===== src/rtl/eight_bit_alu_status_flags_defines.svh =====
// Assertion macros shared by the ALU and status flag block.
`ifndef EIGHT_BIT_ALU_STATUS_FLAGS_DEFINES_SVH
`define EIGHT_BIT_ALU_STATUS_FLAGS_DEFINES_SVH

// Checks a property on every clock edge, including those in reset.
`define EBALU_ASSERT_ALWAYS(lbl, prop, msg) \
    lbl: assert property (@(posedge aclk) prop) else $error(msg);

// Checks a property only while the block is out of reset.
`define EBALU_ASSERT(lbl, prop, msg) \
    lbl: assert property (@(posedge aclk) disable iff (!aresetn) prop) else $error(msg);

`endif


===== src/rtl/ebalu_pkg.sv =====
// Types and constants of the 8-bit ALU and status flag block.
`default_nettype none

package ebalu_pkg;

    typedef enum logic [4:0] {
        OP_ADC    = 5'd0,
        OP_SBC    = 5'd1,
        OP_AND    = 5'd2,
        OP_ORA    = 5'd3,
        OP_EOR    = 5'd4,
        OP_CMP    = 5'd5,
        OP_BIT    = 5'd6,
        OP_ASL    = 5'd7,
        OP_LSR    = 5'd8,
        OP_ROL    = 5'd9,
        OP_ROR    = 5'd10,
        OP_INC    = 5'd11,
        OP_DEC    = 5'd12,
        OP_LOAD   = 5'd13,
        OP_CLC    = 5'd14,
        OP_SEC    = 5'd15,
        OP_CLI    = 5'd16,
        OP_SEI    = 5'd17,
        OP_CLD    = 5'd18,
        OP_SED    = 5'd19,
        OP_CLV    = 5'd20,
        OP_BRANCH = 5'd21,
        OP_PULL   = 5'd22,
        OP_PUSH   = 5'd23
    } alu_op_t;

    typedef enum logic [1:0] {
        COND_N = 2'd0,
        COND_V = 2'd1,
        COND_C = 2'd2,
        COND_Z = 2'd3
    } cond_flag_t;

    localparam int unsigned ST_C = 0;
    localparam int unsigned ST_Z = 1;
    localparam int unsigned ST_I = 2;
    localparam int unsigned ST_D = 3;
    localparam int unsigned ST_B = 4;
    localparam int unsigned ST_U = 5;
    localparam int unsigned ST_V = 6;
    localparam int unsigned ST_N = 7;

    localparam logic [7:0] PUSH_MASK = 8'h30;

    typedef struct packed {
        logic [4:0] operation;
        logic [7:0] reg_value;
        logic [7:0] operand;
        logic [7:0] status_in;
        logic [2:0] branch_cond;
    } in_beat_t;

    typedef struct packed {
        logic [7:0] result;
        logic [7:0] status_out;
        logic       branch_taken;
    } out_beat_t;

endpackage

`default_nettype wire


===== src/rtl/ebalu_core.sv =====
// Combinational ALU datapath and status flag update for one beat.
`default_nettype none

module ebalu_core
    import ebalu_pkg::*;
(
    input  in_beat_t  in_beat,
    output out_beat_t out_beat
);

    alu_op_t    op;
    logic [7:0] r;
    logic [7:0] m;
    logic [7:0] b;
    logic       cin;
    logic [8:0] sum;
    logic [8:0] diff;
    logic [7:0] res;
    logic [7:0] st;
    logic       taken;
    logic       flag_sel;

    assign op   = alu_op_t'(in_beat.operation);
    assign r    = in_beat.reg_value;
    assign m    = in_beat.operand;
    assign cin  = in_beat.status_in[ST_C];
    assign b    = (op == OP_SBC) ? ~m : m;
    assign sum  = {1'b0, r} + {1'b0, b} + {8'd0, cin};
    assign diff = {1'b0, r} - {1'b0, m};

    always_comb begin
        case (cond_flag_t'(in_beat.branch_cond[2:1]))
            COND_N:  flag_sel = in_beat.status_in[ST_N];
            COND_V:  flag_sel = in_beat.status_in[ST_V];
            COND_C:  flag_sel = in_beat.status_in[ST_C];
            COND_Z:  flag_sel = in_beat.status_in[ST_Z];
            default: flag_sel = in_beat.status_in[ST_Z];
        endcase
    end

    always_comb begin
        res   = r;
        st    = in_beat.status_in;
        taken = 1'b0;
        case (op)
            OP_ADC, OP_SBC: begin
                res      = sum[7:0];
                st[ST_Z] = (sum[7:0] == 8'd0);
                st[ST_N] = sum[7];
                st[ST_C] = sum[8];
                st[ST_V] = ~(r[7] ^ b[7]) & (r[7] ^ sum[7]);
            end
            OP_AND, OP_ORA, OP_EOR, OP_ASL, OP_LSR, OP_ROL, OP_ROR,
            OP_INC, OP_DEC, OP_LOAD: begin
                case (op)
                    OP_AND:  res = r & m;
                    OP_ORA:  res = r | m;
                    OP_EOR:  res = r ^ m;
                    OP_ASL:  res = {m[6:0], 1'b0};
                    OP_LSR:  res = {1'b0, m[7:1]};
                    OP_ROL:  res = {m[6:0], cin};
                    OP_ROR:  res = {cin, m[7:1]};
                    OP_INC:  res = m + 8'd1;
                    OP_DEC:  res = m - 8'd1;
                    default: res = m;
                endcase
                st[ST_Z] = (res == 8'd0);
                st[ST_N] = res[7];
                if (op == OP_ASL || op == OP_ROL) begin
                    st[ST_C] = m[7];
                end else if (op == OP_LSR || op == OP_ROR) begin
                    st[ST_C] = m[0];
                end
            end
            OP_CMP: begin
                st[ST_Z] = (diff[7:0] == 8'd0);
                st[ST_N] = diff[7];
                st[ST_C] = ~diff[8];
            end
            OP_BIT: begin
                st[ST_Z] = ((r & m) == 8'd0);
                st[ST_N] = m[7];
                st[ST_V] = m[6];
            end
            OP_CLC:    st[ST_C] = 1'b0;
            OP_SEC:    st[ST_C] = 1'b1;
            OP_CLI:    st[ST_I] = 1'b0;
            OP_SEI:    st[ST_I] = 1'b1;
            OP_CLD:    st[ST_D] = 1'b0;
            OP_SED:    st[ST_D] = 1'b1;
            OP_CLV:    st[ST_V] = 1'b0;
            OP_BRANCH: taken = (flag_sel == in_beat.branch_cond[0]);
            OP_PULL: begin
                st       = m;
                st[ST_B] = 1'b0;
                st[ST_U] = 1'b0;
            end
            OP_PUSH:   res = in_beat.status_in | PUSH_MASK;
            default: begin
                res   = r;
                st    = in_beat.status_in;
                taken = 1'b0;
            end
        endcase
    end

    assign out_beat.result       = res;
    assign out_beat.status_out   = st;
    assign out_beat.branch_taken = taken;

endmodule

`default_nettype wire


===== src/rtl/eight_bit_alu_status_flags.sv =====
// Top level of the 6502-style 8-bit ALU and status flag unit.
//
// The input channel (s_valid, s_ready, s_beat) carries one operation per beat:
// the operation code, a register value, an operand byte, the status byte and
// a branch condition. The result channel (m_valid, m_ready, m_beat) returns
// one beat per input beat holding the data byte, the new status byte and the
// branch-taken bit, in the same order as the inputs arrived.
// Every beat is registered on entry, goes through one pass of ALU and flag
// logic, and lands in the output register, which drives m_valid and m_beat.
// One beat can be accepted in every cycle while m_ready stays high.
// A synchronous low aresetn empties both stages and drops m_valid.
// When the receiver holds m_ready low, the output register keeps its beat and
// the input stage still takes one more beat; after that s_ready falls until
// the output drains.
`default_nettype none

`include "eight_bit_alu_status_flags_defines.svh"

module eight_bit_alu_status_flags
    import ebalu_pkg::*;
(
    input  wire       aclk,
    input  wire       aresetn,
    input  wire       s_valid,
    output logic      s_ready,
    input  in_beat_t  s_beat,
    output logic      m_valid,
    input  wire       m_ready,
    output out_beat_t m_beat
);

    logic      in_vld_reg;
    logic      in_vld_next;
    in_beat_t  in_beat_reg;
    logic      out_vld_reg;
    logic      out_vld_next;
    out_beat_t out_beat_reg;
    out_beat_t alu_beat;
    logic      out_load;
    logic      in_load;

    assign out_load     = in_vld_reg && (!out_vld_reg || m_ready);
    assign s_ready      = !in_vld_reg || out_load;
    assign in_load      = s_valid && s_ready;
    assign in_vld_next  = in_load ? 1'b1 : (out_load ? 1'b0 : in_vld_reg);
    assign out_vld_next = out_load ? 1'b1 : (m_ready ? 1'b0 : out_vld_reg);

    ebalu_core u_core (
        .in_beat  (in_beat_reg),
        .out_beat (alu_beat)
    );

    always_ff @(posedge aclk) begin
        if (!aresetn) begin
            in_vld_reg  <= 1'b0;
            out_vld_reg <= 1'b0;
        end else begin
            in_vld_reg  <= in_vld_next;
            out_vld_reg <= out_vld_next;
        end
    end

    always_ff @(posedge aclk) begin
        if (in_load) begin
            in_beat_reg <= s_beat;
        end
        if (out_load) begin
            out_beat_reg <= alu_beat;
        end
    end

    assign m_valid = out_vld_reg;
    assign m_beat  = out_beat_reg;

    `EBALU_ASSERT_ALWAYS(a_reset_empties, !aresetn |=> !m_valid && !in_vld_reg,
        "Reset left a beat in the pipe.")
    `EBALU_ASSERT(a_accept_fills, s_valid && s_ready |=> in_vld_reg,
        "Accepted beat did not enter the input stage.")
    `EBALU_ASSERT(a_advance, in_vld_reg && !out_vld_reg |=> out_vld_reg,
        "Input stage did not move into the empty output stage.")
    `EBALU_ASSERT(a_stall_blocks, out_vld_reg && !m_ready && in_vld_reg |-> !s_ready,
        "Input taken while both stages were full and stalled.")

endmodule

`default_nettype wire


===== config.mk =====
export PLATFORM = sky130hd
export DESIGN_NAME = eight_bit_alu_status_flags
export DESIGN_NICKNAME = d
export VERILOG_FILES = /design/src/rtl/ebalu_pkg.sv /design/src/rtl/ebalu_core.sv /design/src/rtl/eight_bit_alu_status_flags.sv
export VERILOG_INCLUDE_DIRS = /design/src /design/src/rtl
export SDC_FILE = /design/constraint.sdc
export NUM_CORES = 1
export LEC_CHECK = 0
export BUFFER_PORTS_ARGS = -buffer_cell sky130_fd_sc_hd__clkbuf_2
export CAP_MARGIN = 20
export CELL_PAD_IN_SITES_DETAIL_PLACEMENT = 1
export CELL_PAD_IN_SITES_GLOBAL_PLACEMENT = 1
export CORE_MARGIN = 4
export CORE_UTILIZATION = 49
export DETAILED_ROUTE_END_ITERATION = 12
export PLACE_DENSITY_LB_ADDON = 0.25
export SLEW_MARGIN = 10
export SYNTH_ARGS = -nofsm -noshare
export SYNTH_HDL_FRONTEND = slang
export SYNTH_HIERARCHICAL = 1
export SYNTH_SLANG_ARGS = --single-unit

===== constraint.sdc =====
create_clock -name aclk -period 6.2 [get_ports aclk]
set_clock_uncertainty 0.1 [all_clocks]
set_input_delay 0.62 -clock aclk [delete_from_list [all_inputs] [get_ports aclk]]
set_output_delay 0.62 -clock aclk [all_outputs]
set_load 0.1 [all_outputs]

== Yosys cells after proc, flatten, opt, wreduce, memory -nomap -nowiden ==
Index checks and enable logic that the tools add are counted.

* Shift operators: 0
* Equal/unequal tests: 27
* Add/subtract/negate cells: 5
* Multiply operators: 0
* Magnitude comparators: 0
* Div/mod/pow operators: 0
* Reductions and logical operators: 19
* Bitwise gates (word level): 9
* Muxes and demuxes: 17

{| class="wikitable"
|+ Operators with widths
! cell !! count
|-
| one-hot mux 8 bit (9 select lines) || 1
|-
| equality test 5 x 4 -> 1 bit (second input constant) || 8
|-
| equality test 5 bit (second input constant) || 8
|-
| logical NOT 8 bit || 4
|-
| one-hot mux 8 bit (3 select lines) || 1
|-
| equality test 5 x 3 -> 1 bit (second input constant) || 4
|-
| 2-to-1 mux 8 bit || 2
|-
| equality test 5 x 2 -> 1 bit (second input constant) || 2
|-
| OR reduction 10 bit || 1
|-
| adder 8 x 8 -> 9 bit || 1
|-
| adder 9 x 1 -> 9 bit || 1
|-
| one-hot mux 1 bit (3 select lines) || 3
|-
| subtractor 8 x 8 -> 9 bit || 1
|-
| adder 8 x 1 -> 8 bit (second input constant) || 1
|-
| bitwise AND 8 bit || 1
|-
| inverter 8 bit || 1
|-
| bitwise OR 8 bit || 1
|-
| one-hot mux 1 bit (4 select lines) || 2
|-
| subtractor 8 x 1 -> 8 bit (second input constant) || 1
|-
| bitwise XOR 8 bit || 1
|-
| 2-to-1 mux 1 bit || 6
|-
| one-hot mux 1 bit (6 select lines) || 1
|-
| equality test 5 x 1 -> 1 bit (second input constant) || 1
|-
| logical NOT 5 bit || 1
|-
| 13 further kinds || 23
|}

* Bits in latches: 0
* Register bits after elaboration: 51
* Memory bits (writable): 0
* Memories: 0
* Memory bits (read-only): 0
* Output and inout bits: 19

== Longest topological paths before layout ==
* Depth after elaboration: 7
* Depth in mapped cells: 16
* Gate-level depth less buffers: 13

== Modules after synthesis ==
Netlist, hierarchy kept.

{| class="wikitable"
|+ Modules (own cells, without submodules)
! module !! cells an instance !! area each (um2) !! times used !! sequential area each (um2)
|-
| ebalu_core || 340 || 2463.6 || 1 || 0.0
|-
| eight_bit_alu_status_flags || 58 || 1575.3 || 1 || 1511.4
|}

== Worst setup path after synthesis ==
No wires, ideal clock.

* Kind: register to register
* Start point: register in_beat_reg[29] (netlist name)
* End point: register out_beat_reg (netlist bit m_beat[2]) (data pin)
* Library setup time: 0.162 ns
* Period minus slack after synthesis: 4.044 ns
* Arrival time: 3.783 ns
* Setup slack: 2.156 ns
* Path buffers: 3
* Stages on the path, launching flop included: 14
* Data required time: 5.938 ns
* Cells stage by stage: edfxtp_1 > buf_4 > buf_4 > nor4_1 > clkbuf_1 > nand2_1 > xnor2_1 > fa_1 > inv_1 > fa_1 > nand3b_1 > or4_1 > or4_1 > o2111ai_1

{| class="wikitable"
|+ RTL lines
! element !! line !! text
|-
| start, declared || eight_bit_alu_status_flags.sv:34 || <nowiki>in_beat_t in_beat_reg;</nowiki>
|-
| start signal, assigned || eight_bit_alu_status_flags.sv:65 || <nowiki>in_beat_reg <= s_beat;</nowiki>
|-
| end signal, assigned || eight_bit_alu_status_flags.sv:68 || <nowiki>out_beat_reg <= alu_beat;</nowiki>
|-
| end, declared || eight_bit_alu_status_flags.sv:37 || <nowiki>out_beat_t out_beat_reg;</nowiki>
|}

==> results.toml <==
[outcome]
status = "complete, no violations"

[global_routing]
grt_max_degree = 33
gr-usage-met1_pct = 33.38
grt-busiest-layer = "met2"
grt_pass1_vias = 3711
track_usage_pct = 26.58
grt_overflow = 0
antenna_found_initial = 0
met3_usage_pct = 5.520
gr-usage-met2_pct = 44.99
grt_first_pass_wirelength_mm = 20.10

[timing]
slew_viol_final = 0
rsz0062_at_grt = "no"
timing.final.ws_setup_ns = 1.808
slew_headroom_pct = 30.37
worst_pin_slew_ns = 1.042
fin_setup_tns_ns = 0
finalHoldViolations = 0
setup_viol = 0
post-route-min-period_ns = 4.392
fmax_mhz = 227.7
post-route-period-util_pct = 70.84

[floorplanning]
fp.dieArea_sq_um = 9759
start_util_pct = 51.21
io_pins = 55
die_width_microns = 98.79
coreArea_sq_um = 7888
die_height_microns = 98.79
row_count = 32

[synthesis]
synthTopCellsByArea = "edfxtp_1 36%, ha_1 11%, xnor2_1 3.3%"
synthCells = 398
ys_seq_area_share_pct = 37.42
syn_nets = 475
yosysWarnings = 6
synth-edff-count = 49
async_reset_ff_share_pct = 0
synth_top_area_share_pct = 36.43
synth_seq_cells = 51
synth_area_sq_um = 4039
yosys.area.top_type = "edfxtp_1"
yosys_most_used_dff = "edfxtp_1"
ys_types = 70
avgSynthCellArea_sq_um = 10.15

[layout]
diodes = 0
seqCellArea_sq_um = 1511
fillers = 893
layout_commonest_cell = "clkbuf_2"
nets = 524
largest_reg_flops = 32
area_growth_pct = 10.84
instances_no_fill = 550
final_cell_mix = "54 x clkbuf_2, 49 x edfxtp_1, 37 x ha_1"
drive_gt1_share_pct = 17.63
multiInputGateArea_sq_um = 2355
fin_area_sq_um = 4477

[route]
wl_per_cell_microns = 23.45
postRouteWirelength_mm = 12.90
drtIter0Drc = 330
vias = 3550
post_drt_via_cell_ratio = 6.455
drcViolationCount = 0
antenna_left = 0
first_pass_iters = 5

[power_and_ir_drop]
vdd_ir_drop_max_mv = 0.1188
clockPowerShare_pct = 21.9
pwr-share-seq_pct = 48.7
p_switching_w = 0.0003263
power_leakage_nw = 1.826
swShare_pct = 36.38
powerDensity_nw_per_um2 = 200.3
p_total_w = 0.0008968
p_int_w = 0.0005705
power_frac_comb_pct = 29.4

[clocking]
holdBufCountCts = 0
htreeDepth = 2
cts.sinks = 51
cts_made_buffers = 5
cts_setup_buffers = 0
path_clk_slew_ns = 0.10
clk_latency_ns = 0.31
cts_tree = "built"
cts_buffer_depth = 2
cts_repair_resize_count = 0
root_buffer = "clkbuf_8"

[critical_path]
cp-start-kind = "flop"
criticalPathCategory = "flop to flop"
cp_max_fo = 20
cp-end-kind = "flop"
cp_top_family = "simple AND/OR/NAND/NOR gates"
critical_path_buf_inv_count = 2
cp_slowest_stage_delay_ns = 0.71
path_cells = "nor4_1, buf_4, nand2_1, xnor2_1, fa_1, inv_1, fa_1, a21oi_1, nor2b_1, nor3_1, nor2_1, or4_1, or4_1, o2111ai_1"
required_ns = 6.25
cp_data_arrival_time_ns = 4.45
cp_slowest_cell = "edfxtp_1"

[place]
dp.cells = 542
placed_cell_area_sq_um = 4388
place_hpwl_mm = 10.02
port_buffers = 54
dpl_worst_slack_ns = 1.914
globalplace.congestion = 0.9347

[worst_hold_path]
hold_class = "input port to flop"

[flow_run]
cap_violations = 0
==> routing by layer <==
layer | wire length [microns] | part of all wire (%)
met1 | 5175 | 40
met4 | 365 | 2.8
met2 | 6382 | 49
met3 | 978 | 7.6
met5 | 0 | 0
==> layout make-up <==
class / instances / area share [%]
clock buffer: 5 / 1.537
clock inverter: 3 / 0.4472
inverter: 29 / 2.432
multi-input combinational: 304 / 52.60
sequential: 51 / 33.76
tap: 102 / 2.851
timing repair buffer: 56 / 6.372
==> cell families after synthesis <==
logic type,share of synthesized area (%)
AOI/OAI and AO/OA,22.59
xor gates and xnor gates,4.771
adders and majority gates,13.44
buffers and inverters,4.554
DFF,37.42
muxes,1.053
and+or+nand+nor,16.17
==> stage by stage <==
stage	hold WS (ns)	utilization (%)
2_1_floorplan	0.3967	-
3_3_place_gp	0.4057	55.63
3_5_place_dp	0.4445	55.63
4_1_cts	0.3712	56.76
5_1_grt	0.3635	56.76
6_report	0.3753	56.76
==> worst paths after layout <==
kind | start | to | slack, ns | depth (start not counted)
min reg2reg | in_beat_reg[8] | m_beat[6] | 0.47 | 1
max reg2reg | in_beat_reg[31] | m_beat[2] | 1.81 | 14
min | s_beat[19] | in_beat_reg[19] | 0.38 | 1
max | in_beat_reg[31] | m_beat[2] | 1.81 | 14
==> power groups by stage <==
stage | clock, W | combinational [W] | sequential [W]
4_1_cts | 0.000198 | 0.000259 | 0.000436
3_5_place_dp | 0 | 0.000257 | 0.000444
5_1_grt | 0.000216 | 0.000282 | 0.000439
6_report | 0.000197 | 0.000264 | 0.000436
2_1_floorplan | 0 | 0.000152 | 0.000472
3_3_place_gp | 0 | 0.000249 | 0.000442
==> synth_stat cells, drive strengths merged, types with 5 or more instances <==
cell and n:
a21oi 24, ha 37, nor2b 7, nand2 22, edfxtp 49, xor2 7
nor4 7, inv 29, nand2b 6, buf 9, a21o 5, o21ai 20
xnor2 15, nor3 10, a211oi 12, o211ai 5, clkbuf 5, o21a 7
nor2 28, nand3 8
No activity file was read; power rests on OpenSTA's default activity.
